[src/rtl/forward_box_blur_3x3_unit_macros.svh]
// ----------------------------------------------------------------------------
// Assertion macros for the forward box blur unit
// Shared concurrent-check shorthands, clocked on clk and gated by rst_n.
// ----------------------------------------------------------------------------
`ifndef FORWARD_BOX_BLUR_3X3_UNIT_MACROS_SVH
`define FORWARD_BOX_BLUR_3X3_UNIT_MACROS_SVH

// same-cycle implication
`define FBB_ASSERT_IMPL(lbl, ante, cons) \
    lbl: assert property (@(posedge clk) disable iff (!rst_n) (ante) |-> (cons)) \
        else $error("assertion failed");

// next-cycle implication
`define FBB_ASSERT_NEXT(lbl, ante, cons) \
    lbl: assert property (@(posedge clk) disable iff (!rst_n) (ante) |=> (cons)) \
        else $error("assertion failed");

`endif

[src/rtl/fbb_pkg.sv]
// ----------------------------------------------------------------------------
// fbb_pkg
// Shared widths, metadata struct and reciprocal table for the box blur.
// ----------------------------------------------------------------------------
package fbb_pkg;

    localparam int CH_W   = 16;
    localparam int PIX_W  = 3 * CH_W;
    localparam int SUM_W  = 20;
    localparam int RCP_W  = 25;
    localparam int RCP_SH = 24;
    localparam int POS_W  = 10;
    localparam int CFG_W  = 11;

    typedef struct packed {
        logic [POS_W-1:0] row;
        logic [POS_W-1:0] col;
        logic             last;
    } fbb_meta_t;

    function automatic logic [RCP_W-1:0] fbb_recip(input logic [3:0] num);
        logic [RCP_W-1:0] m;
        case (num)
            4'd1:    m = 25'd16777216;
            4'd2:    m = 25'd8388608;
            4'd3:    m = 25'd5592406;
            4'd4:    m = 25'd4194304;
            4'd5:    m = 25'd3355444;
            4'd6:    m = 25'd2796203;
            4'd7:    m = 25'd2396746;
            4'd8:    m = 25'd2097152;
            4'd9:    m = 25'd1864136;
            default: m = '0;
        endcase
        return m;
    endfunction

endpackage

[src/rtl/fbb_res_if.sv]
// ----------------------------------------------------------------------------
// fbb_res_if
// Result request channel: valid/ready plus position, RGB mean and run end.
// ----------------------------------------------------------------------------
interface fbb_res_if;
    logic        valid;
    logic        ready;
    logic [9:0]  out_row;
    logic [9:0]  out_col;
    logic [15:0] red_out;
    logic [15:0] green_out;
    logic [15:0] blue_out;
    logic        last_of_run;

    modport source (output valid, out_row, out_col, red_out, green_out, blue_out,
                    last_of_run, input ready);
    modport sink   (input valid, out_row, out_col, red_out, green_out, blue_out,
                    last_of_run, output ready);
endinterface

[src/rtl/fbb_mean.sv]
// ----------------------------------------------------------------------------
// fbb_mean
// Three-stage mean pipeline: reciprocal lookup, multiply, result register.
// ----------------------------------------------------------------------------
module fbb_mean
    import fbb_pkg::*;
(
    input  logic             clk,
    input  logic             rst_n,
    input  logic             in_valid,
    output logic             in_ready,
    input  logic [SUM_W-1:0] in_sum_r,
    input  logic [SUM_W-1:0] in_sum_g,
    input  logic [SUM_W-1:0] in_sum_b,
    input  logic [3:0]       in_num,
    input  fbb_meta_t        in_meta,
    fbb_res_if.source        res
);

    localparam int PROD_W = SUM_W + RCP_W;

    logic               en;
    logic               a_v_reg;
    logic [SUM_W-1:0]   a_r_reg, a_g_reg, a_b_reg;
    logic [RCP_W-1:0]   a_m_reg;
    fbb_meta_t          a_meta_reg;
    logic               b_v_reg;
    logic [PROD_W-1:0]  b_r_reg, b_g_reg, b_b_reg;
    fbb_meta_t          b_meta_reg;
    logic               c_v_reg;
    logic [CH_W-1:0]    c_r_reg, c_g_reg, c_b_reg;
    fbb_meta_t          c_meta_reg;

    assign en       = !(c_v_reg && !res.ready);
    assign in_ready = en;

    always_ff @(posedge clk or negedge rst_n)
    begin
        if (!rst_n)
        begin
            a_v_reg <= 1'b0;
            b_v_reg <= 1'b0;
            c_v_reg <= 1'b0;
        end
        else if (en)
        begin
            a_v_reg <= in_valid;
            b_v_reg <= a_v_reg;
            c_v_reg <= b_v_reg;
        end
    end

    always_ff @(posedge clk)
    begin
        if (en)
        begin
            a_r_reg    <= in_sum_r;
            a_g_reg    <= in_sum_g;
            a_b_reg    <= in_sum_b;
            a_m_reg    <= fbb_recip(in_num);
            a_meta_reg <= in_meta;
            b_r_reg    <= PROD_W'(a_r_reg) * PROD_W'(a_m_reg);
            b_g_reg    <= PROD_W'(a_g_reg) * PROD_W'(a_m_reg);
            b_b_reg    <= PROD_W'(a_b_reg) * PROD_W'(a_m_reg);
            b_meta_reg <= a_meta_reg;
            c_r_reg    <= b_r_reg[RCP_SH +: CH_W];
            c_g_reg    <= b_g_reg[RCP_SH +: CH_W];
            c_b_reg    <= b_b_reg[RCP_SH +: CH_W];
            c_meta_reg <= b_meta_reg;
        end
    end

    assign res.valid       = c_v_reg;
    assign res.out_row     = c_meta_reg.row;
    assign res.out_col     = c_meta_reg.col;
    assign res.red_out     = c_r_reg;
    assign res.green_out   = c_g_reg;
    assign res.blue_out    = c_b_reg;
    assign res.last_of_run = c_meta_reg.last;

endmodule

[src/flat_wrapper.sv]
// flat-port wrapper written by rule: the top's interface ports become plain ports
module fbb_mean_flat import fbb_pkg::*;
  (clk, rst_n, in_valid, in_ready, in_sum_r, in_sum_g, in_sum_b, in_num, in_meta, res_valid, res_out_row, res_out_col, res_red_out, res_green_out, res_blue_out, res_last_of_run, res_ready);
  fbb_res_if res_i ();
  input  logic clk;
  input  logic rst_n;
  input  logic in_valid;
  output logic in_ready;
  input  logic [SUM_W-1:0] in_sum_r;
  input  logic [SUM_W-1:0] in_sum_g;
  input  logic [SUM_W-1:0] in_sum_b;
  input  logic [3:0] in_num;
  input  fbb_meta_t in_meta;
  output wire logic [$bits(res_i.valid)-1:0] res_valid;
  output wire logic [$bits(res_i.out_row)-1:0] res_out_row;
  output wire logic [$bits(res_i.out_col)-1:0] res_out_col;
  output wire logic [$bits(res_i.red_out)-1:0] res_red_out;
  output wire logic [$bits(res_i.green_out)-1:0] res_green_out;
  output wire logic [$bits(res_i.blue_out)-1:0] res_blue_out;
  output wire logic [$bits(res_i.last_of_run)-1:0] res_last_of_run;
  input wire logic [$bits(res_i.ready)-1:0] res_ready;
  assign res_valid = res_i.valid;
  assign res_out_row = res_i.out_row;
  assign res_out_col = res_i.out_col;
  assign res_red_out = res_i.red_out;
  assign res_green_out = res_i.green_out;
  assign res_blue_out = res_i.blue_out;
  assign res_last_of_run = res_i.last_of_run;
  assign res_i.ready = res_ready;
  fbb_mean u_core (.clk(clk), .rst_n(rst_n), .in_valid(in_valid), .in_ready(in_ready), .in_sum_r(in_sum_r), .in_sum_g(in_sum_g), .in_sum_b(in_sum_b), .in_num(in_num), .in_meta(in_meta), .res(res_i));
endmodule
[config.mk]
export PLATFORM = sky130hd
export DESIGN_NAME = fbb_mean_flat
export DESIGN_NICKNAME = d
export VERILOG_FILES = /design/src/rtl/forward_box_blur_3x3_unit_macros.svh /design/src/rtl/fbb_pkg.sv /design/src/rtl/fbb_res_if.sv /design/src/rtl/fbb_mean.sv /design/src/flat_wrapper.sv
export SDC_FILE = /design/constraint.sdc
export NUM_CORES = 2
export LEC_CHECK = 0
export BUFFER_PORTS_ARGS = -buffer_cell sky130_fd_sc_hd__buf_2
export CAP_MARGIN = 30
export CORE_MARGIN = 3
export CORE_UTILIZATION = 50
export DETAILED_ROUTE_END_ITERATION = 6
export PLACE_DENSITY = 0.64
export SYNTH_ARGS = -nofsm -noshare
export SYNTH_HDL_FRONTEND = slang
export SYNTH_SLANG_ARGS = --single-unit
[constraint.sdc]
create_clock -name clk -period 12.8 [get_ports clk]
set_input_delay 0.64 -clock clk [delete_from_list [all_inputs] [get_ports clk]]
set_output_delay 0.64 -clock clk [all_outputs]
set_load 0.03 [all_outputs]
==> results.md <==
- Outcome: finished clean
- Most area-hungry cell type in the Yosys netlist: sky130_fd_sc_hd__fa_1
- Count of flip-flops with a built-in enable after synthesis: ~240
- CTS HTree Levels: 1
- Async SR Flop Fraction: about 1.3%
- Count of TritonRoute iterations in the first routing pass: 5
- Number of buffers added by the clock tree synthesis step: 29
- Footprint of the flip-flops and latches: a little over 7000 sq um
- Flop and latch count out of synthesis: 240
- Die footprint: slightly above 100000 sq um
- Number of hold buffers added after CTS: 1
- WL/cell: 20.4 microns
- Global-route wire length before repair: roughly 200000 microns
- Post-Route Skew: approximately 0.029 ns
- Number of I/O port buffers: 159
- Gates resized, CTS repair: 0
- Reg2Reg Launch Point: u_core.a_m_reg[19]
- Top cells by count, synth: sky130_fd_sc_hd__inv_1 (1407), sky130_fd_sc_hd__fa_1 (1148), sky130_fd_sc_hd__nand2_1 (577), sky130_fd_sc_hd__and2_1 (514), sky130_fd_sc_hd__ha_1 (371)
- Total wire length: 126000 microns
- CTS Sinks: 240
- Fraction of the cycle the final worst path needs: a little over three fifths
- Post-placement cell area: about 51000 sq um
- Die span in y: around 320 microns
- Share of the yosys chip area belonging to registers: roughly 15%
- Post-Layout Inst Area: ~52000 sq um
- Global route overflow: 0
- Clock latency of the later-clocked register in the worst-skew pair: approximately 0.62 ns
- Total Neg Setup Slack: 0 ns
- Dominant register cell in the synthesized netlist: sky130_fd_sc_hd__edfxtp_1
- Count leader, synth: sky130_fd_sc_hd__inv_1
- Critical path launch point: u_core.a_m_reg[19]
- Synthesis-to-finish area growth: 6.00%
- Synthesized area per cell: 10.1 sq um
- Number of failing hold endpoints at the final stage: 0
- Placement Rows: ~110
- Core Box Area: between 90000 and 100000 sq um
- Max-slew violation total from the final report: 0
- Slew Limit Headroom: 35.3%
- Number of setup buffers added after CTS: 0
- Clock transition at path regs: 0.07 ns
- Slack of the worst reg-to-reg path: 4.69 ns
- Proportion of layout cells with a drive suffix above 1: between 5 and 6%
- Number of setup violations in the final report: 0
- Arrival time of the worst setup path: ~8.5 ns
- Cell chosen for the clock root: sky130_fd_sc_hd__clkbuf_16
- Net count after synthesis: about 6.4k
- Total half-perimeter wirelength after legalization and detailed placement: ~97000 microns
- Critical path capture point type: flop
- TritonCTS clock tree: built
- Worst Path Class, Setup: flop to flop
- Initial Utilization: 50.8%
- Largest fanout of any net on the critical path: slightly above 50
- Cell area after technology mapping: 48700 sq um
- Post-synth top area share: ~47%
- Floorplan die width: between 300 and 400 microns
- Global placement routability congestion: 0.916
- Iteration-0 DRC Markers: between 2k and 2.5k
- DRC viols: 0
- Tightest Pin Transition: 0.971 ns
- Post-route antenna net violation count: 0
- FILL cells: around 8.6k
- Buffer depth of the longest clock path: 3
- Global Route Usage Sum: 25.9%
- Number of distinct library cells after synthesis: between 50 and 60
- NumNets Final: between 6k and 7k
- Vias per Instance: 5.20
- Min-Delay Startpoint: in_sum_b[0]
- Time the final worst path needs with I/O delays and setup: around 8 ns
- Path class of the lowest-slack min-delay path: primary input to flop
- Number of global-route vias before repair: 35.2k
- Vias post-DR: about 32k
- Startpoint types: flop
- Data required time at the worst endpoint: between 10 and 15 ns
- Initial antenna violation count: 2
- Achievable Freq: 0.123 GHz
- Ant. Diodes: 0
- Pin count of the biggest net entering global routing: 70
- Post-synthesis instance total: 4817
- I/O Pins: 160
- Share of the core filled with cells in the final layout: a little over half
- Total number of yosys warnings: 0
- Top post-synthesis cells by area: sky130_fd_sc_hd__fa_1 (47%), sky130_fd_sc_hd__edfxtp_1 (15%), sky130_fd_sc_hd__inv_1 (11%)
- Setup repair after global routing missed its margin: no
- Max-Cap Viols: 0
- Total area of multi-input combinational cells: about 36000 sq um
worst max-delay path: stages (launching register included):
cell                        delay (ns)
sky130_fd_sc_hd__edfxtp_1         0.49
sky130_fd_sc_hd__buf_4            0.73
sky130_fd_sc_hd__nand2_1          0.20
sky130_fd_sc_hd__fa_1             0.62
sky130_fd_sc_hd__inv_1            0.07
sky130_fd_sc_hd__fa_1             0.48
sky130_fd_sc_hd__inv_1            0.06
sky130_fd_sc_hd__fa_1             0.48
sky130_fd_sc_hd__fa_1             0.54
sky130_fd_sc_hd__inv_1            0.05
sky130_fd_sc_hd__fa_1             0.46
sky130_fd_sc_hd__fa_1             0.49
sky130_fd_sc_hd__inv_1            0.05
sky130_fd_sc_hd__fa_1             0.48
sky130_fd_sc_hd__inv_1            0.05
sky130_fd_sc_hd__ha_1             0.30
sky130_fd_sc_hd__nand4_1          0.17
sky130_fd_sc_hd__nor4b_1          0.31
sky130_fd_sc_hd__o22ai_1          0.16
sky130_fd_sc_hd__a31oi_1          0.57
sky130_fd_sc_hd__o21a_1           0.25
sky130_fd_sc_hd__o221a_4          0.26
sky130_fd_sc_hd__o221ai_4         0.13
sky130_fd_sc_hd__mux2i_1          0.15
sky130_fd_sc_hd__a2111oi_2        0.33
cell usage in the layout (no fill, tap or decap), types with 36 or more instances in the layout:
| master | netlist | final |
|---|---|---|
| sky130_fd_sc_hd__inv_1 | 1407 | 1407 |
| sky130_fd_sc_hd__fa_1 | 1148 | 1148 |
| sky130_fd_sc_hd__nand2_1 | 577 | 577 |
| sky130_fd_sc_hd__and2_1 | 514 | 514 |
| sky130_fd_sc_hd__ha_1 | 371 | 371 |
| sky130_fd_sc_hd__edfxtp_1 | 237 | 237 |
| sky130_fd_sc_hd__buf_2 | 7 | 159 |
| sky130_fd_sc_hd__a21oi_1 | 60 | 60 |
| sky130_fd_sc_hd__xnor2_1 | 51 | 51 |
| sky130_fd_sc_hd__buf_4 | 0 | 36 |
stage by stage:
stage                     cells  setup slack, ns  hold WS [ns]
after CTS                  6147             4.69         0.128
after detailed placement   6093             4.68         0.405
final                      6150             4.69         0.194
after global routing       6150             4.32         0.156
after floorplan            4817             5.20         0.344
after global placement     6093             4.79         0.400
cell type report:
cell class	instances	area share, %
clock inverters	20	0.312
multi-input cells	2986	68.9
well taps	1265	3.06
clock buffers	33	1.43
repair buffers	199	2.19
inverters	1407	10.2
flip-flops and latches	240	13.9
metal layers:
| layer | part of all wire (%) | track usage (%) |
|---|---|---|
| met1 | 41 | 35.7 |
| met2 | 47 | 41.5 |
| met3 | 8.5 | 5.54 |
| met4 | 3.7 | 7.93 |
| met5 | 0 | 0 |
kinds of logic after synthesis:
group | synth area share, %
simple gates | 12.3
fa+ha+maj | 56.7
mux | 0.0667
xor+xnor | 1.40
flops | 14.8
buf+inv | 12.3
compound gates | 2.50
worst paths after layout:
path	cells past startpoint	end
max	24	u_core.b_g_reg[39]
min	1	u_core.a_b_reg[0]
max reg2reg	24	u_core.b_g_reg[39]
min reg2reg	0	u_core.res.green_out[1]
max in group asynchronous	2	u_core.b_v_reg
min in group asynchronous	2	u_core.res.valid
Power is not shown: default switching activity piles up to over one toggle a cycle in this logic, so the estimate is an artifact.
